File: config.mk
export PLATFORM = sky130hd
export DESIGN_NAME = echo_level_hysteresis_valve_flat
export DESIGN_NICKNAME = d
export VERILOG_FILES = /design/src/design/elhv_pkg.sv /design/src/design/elhv_cfg_if.sv /design/src/design/elhv_in_if.sv /design/src/design/elhv_out_if.sv /design/src/design/echo_level_hysteresis_valve.sv /design/src/flat_wrapper.sv
export SDC_FILE = /design/constraint.sdc
export NUM_CORES = 1
export LEC_CHECK = 0
export BUFFER_PORTS_ARGS = -buffer_cell sky130_fd_sc_hd__buf_2
export CORE_MARGIN = 2
export CORE_UTILIZATION = 34
export DETAILED_ROUTE_END_ITERATION = 10
export MAX_ROUTING_LAYER = met4
export REMOVE_ABC_BUFFERS = 1
export SETUP_SLACK_MARGIN = 0.2
export SLEW_MARGIN = 0
export SYNTH_ARGS = -nofsm -noshare
export SYNTH_HDL_FRONTEND = slang
export SYNTH_SLANG_ARGS = --single-unit
File: constraint.sdc
create_clock -name clk -period 11.5 [get_ports clk]
set_input_delay 0.575 -clock clk [delete_from_list [all_inputs] [get_ports clk]]
set_output_delay 0.575 -clock clk [all_outputs]
set_load 0.05 [all_outputs]
File: src/design/elhv_pkg.sv
`timescale 1ns / 1ps
// ----------------------------------------------------------------------------
// elhv_pkg
// Shared widths, register indexes, reset values and helpers for the tank
// level hysteresis valve controller.
// ----------------------------------------------------------------------------
package elhv_pkg;

  localparam int ECHO_W     = 14;
  localparam int HEIGHT_W   = 16;
  localparam int SERVO_W    = 10;
  localparam int DUTY_W     = 8;
  localparam int LEVEL_W    = 19;
  localparam int DIST_W     = 18;
  localparam int SUM_W      = 20;
  localparam int WIDE_W     = 21;
  localparam int CFG_IDX_W  = 3;
  localparam int CFG_DATA_W = 16;

  // distance = ticks * 12588 >> 10, 1/256 cm
  localparam int DIST_MULT  = 12588;
  localparam int DIST_SHIFT = 10;
  localparam int DIST_PROD_W = ECHO_W + 14;

  localparam int SAMPLES_DEF   = 5;
  localparam int ECHO_BITS_DEF = 14;

  localparam logic [HEIGHT_W-1:0] TANK_HEIGHT_RST  = 16'd6656;
  localparam logic [HEIGHT_W-1:0] OPEN_DIST_RST    = 16'd1792;
  localparam logic [HEIGHT_W-1:0] CLOSE_DIST_RST   = 16'd5120;
  localparam logic [SERVO_W-1:0]  SERVO_OPEN_RST   = 10'd75;
  localparam logic [SERVO_W-1:0]  SERVO_CLOSED_RST = 10'd125;
  localparam logic [DUTY_W-1:0]   BUZZER_DUTY_RST  = 8'd240;

  localparam logic signed [WIDE_W-1:0] LEVEL_HI = 21'sd262143;
  localparam logic signed [WIDE_W-1:0] LEVEL_LO = -21'sd262144;

  typedef enum logic [CFG_IDX_W-1:0] {
    REG_TANK_HEIGHT        = 3'd0,
    REG_OPEN_DISTANCE      = 3'd1,
    REG_CLOSE_DISTANCE     = 3'd2,
    REG_SERVO_OPEN_PULSE   = 3'd3,
    REG_SERVO_CLOSED_PULSE = 3'd4,
    REG_BUZZER_ON_DUTY     = 3'd5
  } cfg_reg_t;

  function automatic logic signed [LEVEL_W-1:0] sat_level(
    input logic signed [WIDE_W-1:0] v
  );
    logic signed [LEVEL_W-1:0] r;
    if (v > LEVEL_HI) begin
      r = LEVEL_HI[LEVEL_W-1:0];
    end else if (v < LEVEL_LO) begin
      r = LEVEL_LO[LEVEL_W-1:0];
    end else begin
      r = v[LEVEL_W-1:0];
    end
    return r;
  endfunction

endpackage

File: src/design/elhv_cfg_if.sv
`timescale 1ns / 1ps
// ----------------------------------------------------------------------------
// elhv_cfg_if
// Register write channel: valid/ready, register index and write data.
// ----------------------------------------------------------------------------
interface elhv_cfg_if;
  import elhv_pkg::*;

  logic                  valid;
  logic                  ready;
  logic [CFG_IDX_W-1:0]  index;
  logic [CFG_DATA_W-1:0] data;

  modport source(output valid, index, data, input ready);
  modport sink(input valid, index, data, output ready);
endinterface

File: src/design/elhv_in_if.sv
`timescale 1ns / 1ps
// ----------------------------------------------------------------------------
// elhv_in_if
// Sample channel: echo measurement or manual open request.
// ----------------------------------------------------------------------------
interface elhv_in_if;
  import elhv_pkg::*;

  logic              valid;
  logic              ready;
  logic              req_type;
  logic [ECHO_W-1:0] echo_ticks;

  modport source(output valid, req_type, echo_ticks, input ready);
  modport sink(input valid, req_type, echo_ticks, output ready);
endinterface

File: src/design/elhv_out_if.sv
`timescale 1ns / 1ps
// ----------------------------------------------------------------------------
// elhv_out_if
// Result channel: levels, average flag and actuator state.
// ----------------------------------------------------------------------------
interface elhv_out_if;
  import elhv_pkg::*;

  logic                       valid;
  logic                       ready;
  logic signed [LEVEL_W-1:0]  level;
  logic                       avg_valid;
  logic signed [LEVEL_W-1:0]  avg_level;
  logic                       valve_open;
  logic [SERVO_W-1:0]         servo_pulse;
  logic [DUTY_W-1:0]          buzzer_duty;
  logic                       leds_on;

  modport source(
    output valid, level, avg_valid, avg_level, valve_open, servo_pulse,
           buzzer_duty, leds_on,
    input  ready
  );
  modport sink(
    input  valid, level, avg_valid, avg_level, valve_open, servo_pulse,
           buzzer_duty, leds_on,
    output ready
  );
endinterface

File: src/design/echo_level_hysteresis_valve.sv
`timescale 1ns / 1ps
// ----------------------------------------------------------------------------
// echo_level_hysteresis_valve
// Tank level controller: echo width to distance and level, block average,
// hysteresis valve / LED / buzzer control.
// ----------------------------------------------------------------------------
//  channel  | dir | handshake     | payload
//  cfg      | in  | valid/ready   | index, data (always ready)
//  sample   | in  | valid/ready   | req_type, echo_ticks
//  result   | out | valid/ready   | level, avg_valid, avg_level, valve_open,
//           |     |               | servo_pulse, buzzer_duty, leds_on
//
//  One item per cycle sustained while result.ready is high.
//  Stage 1 registers the distance product, stage 2 does sum, reciprocal
//  average multiply and threshold compares into the result register.
//  rst is synchronous: config returns to defaults, valve closed, block empty.
//  A stalled result holds the pipe; sample.ready falls only when both stages
//  are full and result.ready is low.
// ----------------------------------------------------------------------------
module echo_level_hysteresis_valve #(
  parameter int SAMPLES_PER_AVERAGE = elhv_pkg::SAMPLES_DEF,
  parameter int ECHO_BITS           = elhv_pkg::ECHO_BITS_DEF
) (
  input logic         clk,
  input logic         rst,
  elhv_cfg_if.sink    cfg,
  elhv_in_if.sink     sample,
  elhv_out_if.source  result
);
  import elhv_pkg::*;

  localparam int CNT_W      = $clog2(SAMPLES_PER_AVERAGE);
  localparam int RECIP_SH   = SUM_W + $clog2(SAMPLES_PER_AVERAGE);
  localparam int PROD_W     = SUM_W + WIDE_W;
  localparam longint unsigned RecipL =
    ((64'd1 << RECIP_SH) + 64'(SAMPLES_PER_AVERAGE) - 64'd1) / 64'(SAMPLES_PER_AVERAGE);
  localparam logic [PROD_W-1:0] RECIP = PROD_W'(RecipL);
  localparam longint unsigned EchoMaxL = (64'd1 << ECHO_BITS) - 64'd1;
  localparam logic [16:0] ECHO_MAX = 17'(EchoMaxL);
  localparam logic [CNT_W-1:0] LAST_CNT = CNT_W'(SAMPLES_PER_AVERAGE - 1);

  // config registers
  logic [HEIGHT_W-1:0] tank_height;
  logic [HEIGHT_W-1:0] open_distance;
  logic [HEIGHT_W-1:0] close_distance;
  logic [SERVO_W-1:0]  servo_open_pulse;
  logic [SERVO_W-1:0]  servo_closed_pulse;
  logic [DUTY_W-1:0]   buzzer_on_duty;

  // controller state
  logic [CNT_W-1:0]    sample_count, sample_count_next;
  logic [SUM_W-1:0]    distance_sum, distance_sum_next;
  logic                valve_state, valve_state_next;
  logic                led_state, led_state_next;
  logic [SERVO_W-1:0]  servo_value, servo_value_next;
  logic [DUTY_W-1:0]   buzzer_value, buzzer_value_next;

  // stage 1
  logic                s1_valid;
  logic                s1_manual;
  logic [DIST_W-1:0]   s1_dist;

  // result register
  logic                      out_valid;
  logic signed [LEVEL_W-1:0] out_level, level_next;
  logic                      out_avg_valid, avg_valid_next;
  logic signed [LEVEL_W-1:0] out_avg_level, avg_level_next;

  logic                   advance;
  logic                   s2_fire;
  logic [ECHO_W-1:0]      ticks;
  logic [DIST_PROD_W-1:0] dist_prod;
  logic [WIDE_W-1:0]      sum_wide;
  logic [SUM_W-1:0]       sum_sat;
  logic [PROD_W-1:0]      avg_prod;
  logic [SUM_W-1:0]       avg;
  logic                   open_hit;
  logic                   close_hit;

  assign advance      = !out_valid || result.ready;
  assign s2_fire      = s1_valid && advance;
  assign sample.ready = !s1_valid || advance;
  assign cfg.ready    = 1'b1;

  // ticks to distance
  always_comb begin
    if ({3'b0, sample.echo_ticks} > ECHO_MAX) begin
      ticks = ECHO_MAX[ECHO_W-1:0];
    end else begin
      ticks = sample.echo_ticks;
    end
    dist_prod = DIST_PROD_W'(ticks) * DIST_PROD_W'(DIST_MULT);
  end

  // sum, average and hysteresis decision
  always_comb begin
    sum_wide = {1'b0, distance_sum} + WIDE_W'(s1_dist);
    sum_sat  = sum_wide[SUM_W] ? {SUM_W{1'b1}} : sum_wide[SUM_W-1:0];
    avg_prod = PROD_W'(sum_sat) * RECIP;
    avg      = SUM_W'(avg_prod >> RECIP_SH);
    open_hit  = avg <= {{(SUM_W-HEIGHT_W){1'b0}}, open_distance};
    close_hit = avg >= {{(SUM_W-HEIGHT_W){1'b0}}, close_distance};

    sample_count_next = sample_count;
    distance_sum_next = distance_sum;
    valve_state_next  = valve_state;
    led_state_next    = led_state;
    servo_value_next  = servo_value;
    buzzer_value_next = buzzer_value;
    level_next        = '0;
    avg_valid_next    = 1'b0;
    avg_level_next    = '0;

    if (s1_manual) begin
      valve_state_next  = 1'b1;
      servo_value_next  = servo_open_pulse;
      buzzer_value_next = buzzer_on_duty;
    end else begin
      level_next = sat_level($signed({{(WIDE_W-HEIGHT_W){1'b0}}, tank_height})
                           - $signed({{(WIDE_W-DIST_W){1'b0}}, s1_dist}));
      if (sample_count >= LAST_CNT) begin
        avg_valid_next = 1'b1;
        avg_level_next = sat_level($signed({{(WIDE_W-HEIGHT_W){1'b0}}, tank_height})
                                 - $signed({1'b0, avg}));
        if (open_hit) begin
          valve_state_next  = 1'b1;
          led_state_next    = 1'b1;
          servo_value_next  = servo_open_pulse;
          buzzer_value_next = buzzer_on_duty;
        end
        if (close_hit) begin
          valve_state_next  = 1'b0;
          led_state_next    = 1'b0;
          servo_value_next  = servo_closed_pulse;
          buzzer_value_next = '0;
        end
        distance_sum_next = '0;
        sample_count_next = '0;
      end else begin
        distance_sum_next = sum_sat;
        sample_count_next = sample_count + 1'b1;
      end
    end
  end

  // config writes
  always_ff @(posedge clk) begin
    if (rst) begin
      tank_height        <= TANK_HEIGHT_RST;
      open_distance      <= OPEN_DIST_RST;
      close_distance     <= CLOSE_DIST_RST;
      servo_open_pulse   <= SERVO_OPEN_RST;
      servo_closed_pulse <= SERVO_CLOSED_RST;
      buzzer_on_duty     <= BUZZER_DUTY_RST;
    end else if (cfg.valid) begin
      case (cfg_reg_t'(cfg.index))
        REG_TANK_HEIGHT:        tank_height        <= cfg.data;
        REG_OPEN_DISTANCE:      open_distance      <= cfg.data;
        REG_CLOSE_DISTANCE:     close_distance     <= cfg.data;
        REG_SERVO_OPEN_PULSE:   servo_open_pulse   <= cfg.data[SERVO_W-1:0];
        REG_SERVO_CLOSED_PULSE: servo_closed_pulse <= cfg.data[SERVO_W-1:0];
        REG_BUZZER_ON_DUTY:     buzzer_on_duty     <= cfg.data[DUTY_W-1:0];
        default: ;
      endcase
    end
  end

  // stage 1
  always_ff @(posedge clk) begin
    if (rst) begin
      s1_valid <= 1'b0;
    end else if (sample.ready) begin
      s1_valid <= sample.valid;
    end
  end

  always_ff @(posedge clk) begin
    if (sample.valid && sample.ready) begin
      s1_manual <= sample.req_type;
      s1_dist   <= dist_prod[DIST_SHIFT +: DIST_W];
    end
  end

  // stage 2: state and result register
  always_ff @(posedge clk) begin
    if (rst) begin
      out_valid    <= 1'b0;
      sample_count <= '0;
      distance_sum <= '0;
      valve_state  <= 1'b0;
      led_state    <= 1'b0;
      servo_value  <= '0;
      buzzer_value <= '0;
    end else begin
      if (advance) begin
        out_valid <= s1_valid;
      end
      if (s2_fire) begin
        sample_count <= sample_count_next;
        distance_sum <= distance_sum_next;
        valve_state  <= valve_state_next;
        led_state    <= led_state_next;
        servo_value  <= servo_value_next;
        buzzer_value <= buzzer_value_next;
      end
    end
  end

  always_ff @(posedge clk) begin
    if (s2_fire) begin
      out_level     <= level_next;
      out_avg_valid <= avg_valid_next;
      out_avg_level <= avg_level_next;
    end
  end

  // actuator state only moves when a new result is loaded
  assign result.valid       = out_valid;
  assign result.level       = out_level;
  assign result.avg_valid   = out_avg_valid;
  assign result.avg_level   = out_avg_level;
  assign result.valve_open  = valve_state;
  assign result.servo_pulse = servo_value;
  assign result.buzzer_duty = buzzer_value;
  assign result.leds_on     = led_state;

endmodule

File: src/flat_wrapper.sv
// flat-port wrapper written by rule: the top's interface ports become plain ports
module echo_level_hysteresis_valve_flat import elhv_pkg::*;
#(
  parameter int SAMPLES_PER_AVERAGE = elhv_pkg::SAMPLES_DEF,
  parameter int ECHO_BITS           = elhv_pkg::ECHO_BITS_DEF
)
  (clk, rst, cfg_valid, cfg_index, cfg_data, cfg_ready, sample_valid, sample_req_type, sample_echo_ticks, sample_ready, result_valid, result_level, result_avg_valid, result_avg_level, result_valve_open, result_servo_pulse, result_buzzer_duty, result_leds_on, result_ready);
  elhv_cfg_if cfg_i ();
  elhv_in_if sample_i ();
  elhv_out_if result_i ();
  input logic clk;
  input logic rst;
  input wire logic [$bits(cfg_i.valid)-1:0] cfg_valid;
  input wire logic [$bits(cfg_i.index)-1:0] cfg_index;
  input wire logic [$bits(cfg_i.data)-1:0] cfg_data;
  output wire logic [$bits(cfg_i.ready)-1:0] cfg_ready;
  input wire logic [$bits(sample_i.valid)-1:0] sample_valid;
  input wire logic [$bits(sample_i.req_type)-1:0] sample_req_type;
  input wire logic [$bits(sample_i.echo_ticks)-1:0] sample_echo_ticks;
  output wire logic [$bits(sample_i.ready)-1:0] sample_ready;
  output wire logic [$bits(result_i.valid)-1:0] result_valid;
  output wire logic [$bits(result_i.level)-1:0] result_level;
  output wire logic [$bits(result_i.avg_valid)-1:0] result_avg_valid;
  output wire logic [$bits(result_i.avg_level)-1:0] result_avg_level;
  output wire logic [$bits(result_i.valve_open)-1:0] result_valve_open;
  output wire logic [$bits(result_i.servo_pulse)-1:0] result_servo_pulse;
  output wire logic [$bits(result_i.buzzer_duty)-1:0] result_buzzer_duty;
  output wire logic [$bits(result_i.leds_on)-1:0] result_leds_on;
  input wire logic [$bits(result_i.ready)-1:0] result_ready;
  assign cfg_i.valid = cfg_valid;
  assign cfg_i.index = cfg_index;
  assign cfg_i.data = cfg_data;
  assign cfg_ready = cfg_i.ready;
  assign sample_i.valid = sample_valid;
  assign sample_i.req_type = sample_req_type;
  assign sample_i.echo_ticks = sample_echo_ticks;
  assign sample_ready = sample_i.ready;
  assign result_valid = result_i.valid;
  assign result_level = result_i.level;
  assign result_avg_valid = result_i.avg_valid;
  assign result_avg_level = result_i.avg_level;
  assign result_valve_open = result_i.valve_open;
  assign result_servo_pulse = result_i.servo_pulse;
  assign result_buzzer_duty = result_i.buzzer_duty;
  assign result_leds_on = result_i.leds_on;
  assign result_i.ready = result_ready;
  echo_level_hysteresis_valve #(.SAMPLES_PER_AVERAGE(SAMPLES_PER_AVERAGE), .ECHO_BITS(ECHO_BITS)) u_core (.clk(clk), .rst(rst), .cfg(cfg_i), .sample(sample_i), .result(result_i));
endmodule
==> flow_metrics.tcl, run 1 <==
set metrics [dict create \
    syn_to_final_growth_pct 11.1 \
    grt_pass1_wl_mm 86.3 \
    clock_path_buffers 2 \
    holdPathEnd "u_core.s1_manual" \
    netlist_instances 2127 \
    antenna_found_initial 0 \
    synth_top_family_by_area "adder cells" \
    finalSetupViolations 0 \
    via_count 15479 \
    grt_max_degree 65 \
    htreeDepth 4 \
    initial_core_util 0.342 \
    ys_ff_latch 179 \
    globalplace.congestion 0.963 \
    setup_tns_ps 0 \
    clock-root-buffer "clkbuf_16" \
    slew_headroom 0.152 \
    synth_async_sr_flop_share 0 \
    drt.antenna.violating_nets 0 \
    min_from "sample_req_type" \
    rows 88 \
    grt.overflow.total 0 \
    hold_depth 1 \
    synth-compound-area-share 0.138 \
    timing.rr.end "u_core.result.buzzer_duty[3]" \
    crit_slowest_cell "fa_1" \
    cp-end-kind "flop" \
    die_w_um 244 \
    port_buffers 99 \
    hold_buffers 0 \
    synth-simple-area-share 0.124 \
    synth_edf_count 58 \
    grt_pass1_vias 15743 \
    yosys.area.top_type_share 0.238 \
    required_ps 11860 \
    cts_tree "built" \
    routedWlPerCell_um 18.4 \
    min_period_ps 10730 \
    synth.distinct_cells 81 \
    routed_via_density 5.16 \
    worst_clock_skew_ps 19.9 \
    clk_pin_slew_worst_paths_ps 70 \
    reg2reg_slack_ps 770 \
    final_layout_size_suffix_gt1_frac 0.0958 \
    status "finished clean" \
    synth_area_um2 19600 \
    coreArea_um2 57400 \
    syn_avg_cell_area_um2 9.22 \
    synth.largest_area_cell "ha_1" \
    yosysWarnings 0 \
    critPathKind "flop to flop" \
    crit_cells 39 \
    crit_arrival_ps 11080 \
    io_pins 101 \
    synthAdderAreaFrac 0.410 \
    rsz0062_at_grt "false" \
    cts_buffers 17 \
    slew_violations 0 \
    slowest_delay_ps 570 \
    critPathLaunchType "flop" \
    nNetsFinal 2800 \
    ys.flop_type "dfxtp_1" \
    drt-pass1-iter-count 5 \
    maxCapViolCount 0 \
    hold_violations 0 \
    worst_pin_slew_ps 1270 \
    cp_common_cell "fa_1" \
    grt_usage 0.191 \
    post-route-period-util 0.933 \
    yosys-top-cells-count "373 x ha_1, 319 x inv_1, 227 x nand2_1, 168 x fa_1, 165 x a21oi_1" \
    clock_latency_ps 470 \
    r2r.worst_path.cells 39 \
    wl_mm 55.1 \
    crit_buf_inv 2 \
    fmax_ghz 0.0932 \
    crit_start "u_core.s1_dist[0]" \
    die_h_um 244 \
    min_path_type "primary input to flop" \
    synthMuxAreaShare 0.00562 \
    synth_area_leaders "ha_1 24%, fa_1 17%, dfxtp_1 12%" \
    clock_sink_count 179 \
    dieArea_um2 59600 \
    cp_top_family "adder cells" \
    synth_xor_area_frac 0.0371 \
    drt-initial-drc-count 925 \
    dp.final_hpwl_mm 46.5 \
    drc 0 \
    synth.most_common_cell "ha_1" \
    seq_area_frac_synth 0.212 \
    timing.rr.start "u_core.s1_dist[0]" \
    worst-path-max-fanout 20 \
]
## cell usage in the layout (no fill, tap or decap), types with 9 or more instances in the layout
cell type and count:
nand2_1 223, a31o_1 9, o211ai_1 17, buf_4 23, dfxtp_1 121, nor2_1 111
buf_2 99, o21ai_0 44, nor2b_1 14, xnor2_1 41, fa_1 168, o21a_1 19
mux2i_1 11, inv_1 317, a211oi_1 24, and3_1 16, o21bai_1 10, and2_1 12
xor2_1 38, clkbuf_16 17, a21oi_1 164, nand3_1 52, nor3_1 32, or3_1 12
nand2b_1 14, a22oi_1 15, a21o_1 43, edfxtp_1 58, ha_1 367
## sequential cells by signal (all words and copies together), names as in the netlist, 10 cells and up
signal,flops
u_core.tank_height,16
u_core.result.servo_pulse,10
u_core.distance_sum,20
u_core.result.avg_level,19
u_core.servo_open_pulse,10
u_core.s1_dist,18
u_core.open_distance,16
u_core.close_distance,16
u_core.result.level,19
u_core.servo_closed_pulse,10
## timing repair
action                                  in CTS  in global routing
gates resized for setup                      2                 28
hold endpoints to repair                     0                  0
endpoints found under the setup margin      21                 26
setup buffers                                0                  2
gates cloned                                 0                  1
pin swaps                                    0                  3
## metal layers
layer,part of all wire,vias to the layer above,routed length [um],track usage
met2,0.47,371,26100,0.309
met5,0,-,0,-
li1,-,7420,-,-
met3,0.053,73,2910,0.0303
met1,0.45,7615,24600,0.245
met4,0.026,0,1460,0.0577
## through the flow
step,worst slack (ps),util,hold WS (ps),instances,area [um2]
floorplan,1060,-,430,2077,19400
finish,773,0.380,295,2999,21800
CTS,240,0.377,277,2995,21600
global placement,305,0.366,443,2963,21000
global route,186,0.380,278,2998,21800
detailed placement,49.6,0.366,446,2963,21000
## cells by family (layout without fill, tap and decap cells)
| family | Yosys count | after routing |
|---|---|---|
| AOI/OAI and AO/OA | 410 | 410 |
| xor gates and xnor gates | 83 | 83 |
| adders and majority gates | 541 | 541 |
| buffers and inverters | 370 | 475 |
| DFF | 179 | 179 |
| muxes | 11 | 11 |
| other | 1 | 2 |
| and+or+nand+nor | 532 | 533 |
## final cells by class
type,count,area (um2)
fill,5758,35600
multi-input combinational,1579,14200
sequential,179,4160
inverter,320,1200
tap,765,957
timing repair buffer,123,688
clock buffer,19,453
clock inverter,13,158
antenna,1,2.50
## worst reg2reg max path: cells and delay by family, from the launching register on
family | cells | cell delay (ps)
and+or+nand+nor | 4 | 1000
AOI/OAI and AO/OA | 20 | 4360
muxes | 1 | 150
adders and majority gates | 11 | 4330
DFF | 1 | 400
buffers and inverters | 2 | 100
xor gates and xnor gates | 1 | 280
## how the worst max path moves through the flow
stage / end / slack (ps)
2_1_floorplan: u_core.result.buzzer_duty[0] / 1060
3_3_place_gp: u_core.result.buzzer_duty[3] / 310
3_5_place_dp: u_core.result.buzzer_duty[0] / 50
4_1_cts: u_core.result.buzzer_duty[0] / 240
5_1_grt: u_core.result.buzzer_duty[3] / 190
6_report: u_core.result.buzzer_duty[3] / 770
Power of run 1 is left out: the tool's default activity adds up to more than one toggle a clock period on the data nets, which glitch-free logic cannot reach.
==> run 2: changes to the inputs <==
- clock period: 11.5 -> 11.9 ns (I/O delays scaled with it)
==> run 2 against run 1 <==
Against the previous run:
- global-route usage grew 0.11 points
- clock skew down 1.8 ps
- sequential share of layout area increased by 0.098 points
- critical path type unchanged
==> flow_metrics.tcl, run 2 (same netlist as run 1, synthesis figures left out) <==
set metrics [dict create \
    finalSetupViolations 0 \
    grt.overflow.total 0 \
    slew_headroom 0.109 \
    crit_start "u_core.s1_dist[0]" \
    timing.rr.end "u_core.result.buzzer_duty[6]" \
    cp-end-kind "flop" \
    grt_usage 0.192 \
    crit_arrival_ps 11320 \
    largest_reg_flops 20 \
    post-route-period-util 0.921 \
    nNetsFinal 2793 \
    rows 88 \
    cts_tree "built" \
    globalplace.congestion 0.932 \
    rsz0062_at_grt "false" \
    worst_pin_slew_ps 1330 \
    cp_common_cell "ha_1" \
    setup_tns_ps 0 \
    routedWlPerCell_um 18.5 \
    cts_resized 0 \
    worst_clock_skew_ps 18.1 \
    cts_buffers 17 \
    hold_depth 1 \
    clock_latency_ps 480 \
    initial_core_util 0.342 \
    clock_path_buffers 2 \
    maxCapViolCount 0 \
    final_layout_size_suffix_gt1_frac 0.0881 \
    die_h_um 244 \
    min_period_ps 10960 \
    routed_via_density 5.19 \
    grt_pass1_wl_mm 86.9 \
    largest_register "u_core.distance_sum" \
    syn_to_final_growth_pct 10.5 \
    min_path_type "primary input to flop" \
    layout_commonest_cell "ha_1" \
    timing.rr.start "u_core.s1_dist[0]" \
    min_from "sample_req_type" \
    via_count 15523 \
    wl_mm 55.3 \
    clock-root-buffer "clkbuf_16" \
    dieArea_um2 59600 \
    grt_max_degree 61 \
    mostFrequentLayoutCells "371 x ha_1, 318 x inv_1, 224 x nand2_1" \
    critPathLaunchType "flop" \
    fin_cells 2992 \
    drc 0 \
    worst-path-max-fanout 20 \
    reg2reg_slack_ps 940 \
    clk_pin_slew_worst_paths_ps 80 \
    fmax_ghz 0.0912 \
    dp.final_hpwl_mm 46.5 \
    port_buffers 99 \
    r2r.worst_path.cells 38 \
    required_ps 12260 \
    slowest_delay_ps 560 \
    hold_violations 0 \
    hold_ws_ps 301 \
    hold_buffers 0 \
    cts_setup_buffers 0 \
    slew_violations 0 \
    drt-pass1-iter-count 5 \
    grt_pass1_vias 15617 \
    crit_slowest_cell "fa_1" \
    die_w_um 244 \
    holdPathEnd "u_core.s1_manual" \
    critPathKind "flop to flop" \
    status "finished clean" \
    place_inst 2959 \
    coreArea_um2 57400 \
    drt-initial-drc-count 1061 \
    clock_sink_count 179 \
    drt.antenna.violating_nets 0 \
    antenna_found_initial 1 \
    htreeDepth 4 \
    io_pins 101 \
]
run 2: changes by cell type in the layout (fill, tap and decap cells not counted), sizes merged:
| cell | change |
|---|---|
| clkinv | +2 |
| buf | -6 |
| bufinv | -1 |
| or2 | -1 |
| inv | -1 |
run 2: through the flow:
step            util  cell area (um2)  setup WS, ps
2_1_floorplan      -            19400          1460
3_3_place_gp   0.365            21000           569
3_5_place_dp   0.365            21000           378
4_1_cts        0.376            21600           323
5_1_grt        0.378            21700           261
6_report       0.378            21700           937
run 2: layout make-up:
cell class                      instances  area (um2)
Sequential cell                       179        4160
Fill cell                            5736       35700
Antenna cell                            1        2.50
Timing Repair Buffer                  117         631
Inverter                              320        1200
Tap cell                              765         957
Clock inverter                         13         154
Multi-Input combinational cell       1578       14100
Clock buffer                           19         475
run 2: worst max-delay path by stage:
stage / end / slack (ps) / depth (start not counted)
3_5_place_dp: u_core.result.servo_pulse[7] / 380 / 38
6_report: u_core.result.buzzer_duty[6] / 940 / 38
4_1_cts: u_core.result.valve_open / 320 / 38
3_3_place_gp: u_core.result.servo_pulse[2] / 570 / 39
2_1_floorplan: u_core.result.buzzer_duty[0] / 1460 / 40
5_1_grt: u_core.result.avg_level[17] / 260 / 37
run 2: worst max-delay path, delay by kind of cell (launching register included):
family / cells / cell delay [ps]
AOI/OAI and AO/OA: 14 / 3160
xor gates and xnor gates: 2 / 380
adders and majority gates: 11 / 4440
DFF: 1 / 410
and+or+nand+nor: 11 / 2440
run 2: per-layer routing:
metal  vias up  share of wire  global-route usage
met2       391           0.48               0.315
met4         0          0.018              0.0473
met5         -              0                   -
met1      7631           0.46               0.254
li1       7434              -                   -
met3        67          0.041              0.0204
Power of run 2 is left out for the same reason.
==> run 3: changes to the inputs <==
- REMOVE_ABC_BUFFERS: 1 -> not set
==> run 3 against run 2 <==
Against the previous run:
- clock skew shrank 4.5 ps
- fmax down 0.64%
- non-clock buffer count did not move
- count of clock-buffer cells in the layout decreased by 2
- setup slack got worse by 71 ps
- die area is the same
- sequential share of layout area barely moved
- utilization is essentially flat
- cell count about the same
- via count is 0.58% lower
- hold slack worse by 15 ps
==> flow_metrics.tcl, run 3 (same netlist as run 1, synthesis figures left out) <==
set metrics [dict create \
    maxCapViolCount 0 \
    required_ps 12280 \
    fin_util 0.377 \
    hold_ws_ps 286 \
    hold_violations 0 \
    drt-initial-drc-count 947 \
    coreArea_um2 57400 \
    io_pins 101 \
    min_period_ps 11030 \
    grt_usage 0.192 \
    wl_mm 54.8 \
    slew_violations 0 \
    clk_pin_slew_worst_paths_ps 80 \
    clock_path_buffers 2 \
    syn_to_final_growth_pct 10.4 \
    post-route-period-util 0.927 \
    grt.overflow.total 0 \
    finalSetupViolations 0 \
    clock_latency_ps 490 \
    drc 0 \
    critPathKind "flop to flop" \
    cts_tree "built" \
    slew_headroom 0.302 \
    fmax_ghz 0.0906 \
    setup_tns_ps 0 \
    rsz0062_at_grt "false" \
    worst-path-max-fanout 20 \
    largest_register "u_core.distance_sum" \
    nNetsFinal 2793 \
    clock_sink_count 179 \
    grt_pass1_vias 15641 \
    cp_common_cell "fa_1" \
    drt.antenna.violating_nets 0 \
    multi_input_area_um2 14100 \
    use_met2 0.308 \
    clock-root-buffer "clkbuf_16" \
    fill_cells 5791 \
    largest_reg_flops 20 \
    globalplace.congestion 0.922 \
    drt-pass1-iter-count 5 \
    die_w_um 244 \
    fin_ws_ps 866 \
    dieArea_um2 59600 \
    initial_core_util 0.342 \
    routedWlPerCell_um 18.3 \
    mostFrequentLayoutCells "373 x ha_1, 317 x inv_1, 226 x nand2_1" \
    port_buffers 99 \
    worst_pin_slew_ps 1040 \
    layout_commonest_cell "ha_1" \
    crit_slowest_cell "fa_1" \
    status "finished clean" \
    routed_via_density 5.16 \
    crit_arrival_ps 11420 \
    groute.layer.met1.usage 0.255 \
    dpl_worst_slack_ps 433 \
    min_path_type "primary input to flop" \
    via_count 15433 \
    die_h_um 244 \
    regArea_um2 4160 \
    critPathLaunchType "flop" \
    slowest_delay_ps 560 \
    met3_usage 0.0187 \
    cts_buffers 17 \
    n_antenna_cell 0 \
    grt_pass1_wl_mm 86.5 \
    final_layout_size_suffix_gt1_frac 0.0872 \
    dp.final_hpwl_mm 45.8 \
    htreeDepth 4 \
    worst_clock_skew_ps 13.6 \
    grt_max_degree 73 \
    rows 88 \
    top_usage_layer "met2" \
    antenna_found_initial 1 \
    synth_nets 2707 \
    cp-end-kind "flop" \
]
## run 3: timing repair
item / CTS / global route
buffers inserted: 0 / 1
hold buffers: 0 / 0
resized for setup: 0 / 17
setup endpoints to repair: 0 / 26
## run 3: layout make-up
cell class / instances / share of cell area
multi-input cells: 1578 / 0.650
clock buffers: 17 / 0.0197
repair buffers: 117 / 0.0291
well taps: 765 / 0.0442
flip-flops and latches: 179 / 0.192
clock inverters: 15 / 0.00908
inverters: 320 / 0.0555
## run 3: critical path, delay by kind of cell, from the launching register on
| kind | cells | cell delay, ps |
|---|---|---|
| flops | 1 | 410 |
| buf+inv | 5 | 340 |
| simple gates | 5 | 1370 |
| fa+ha+maj | 11 | 4610 |
| mux | 1 | 160 |
| compound gates | 18 | 4020 |
## run 3: final timing paths
kind	start	endpoint	slack, ps	cells past startpoint
max	u_core.s1_dist[0]	u_core.result.buzzer_duty[2]	870	40
min	sample_req_type	u_core.s1_manual	290	1
max reg2reg	u_core.s1_dist[0]	u_core.result.buzzer_duty[2]	870	40
min reg2reg	u_core.open_distance[13]	u_core.open_distance[13]	460	2
## run 3: per-layer routing
layer / vias to the layer above / share of wire
li1: 7428 / -
met4: 0 / 0.022
met5: - / 0
met2: 364 / 0.47
met3: 58 / 0.036
met1: 7583 / 0.47
## run 3: per-stage QoR
stage / cell area [um2] / std cells
after detailed placement: 21000 / 2958
after CTS: 21600 / 2990
after global placement: 21000 / 2958
after global routing: 21600 / 2991
final: 21600 / 2991
after floorplan: 19600 / 2127
Power of run 3 is left out for the same reason.
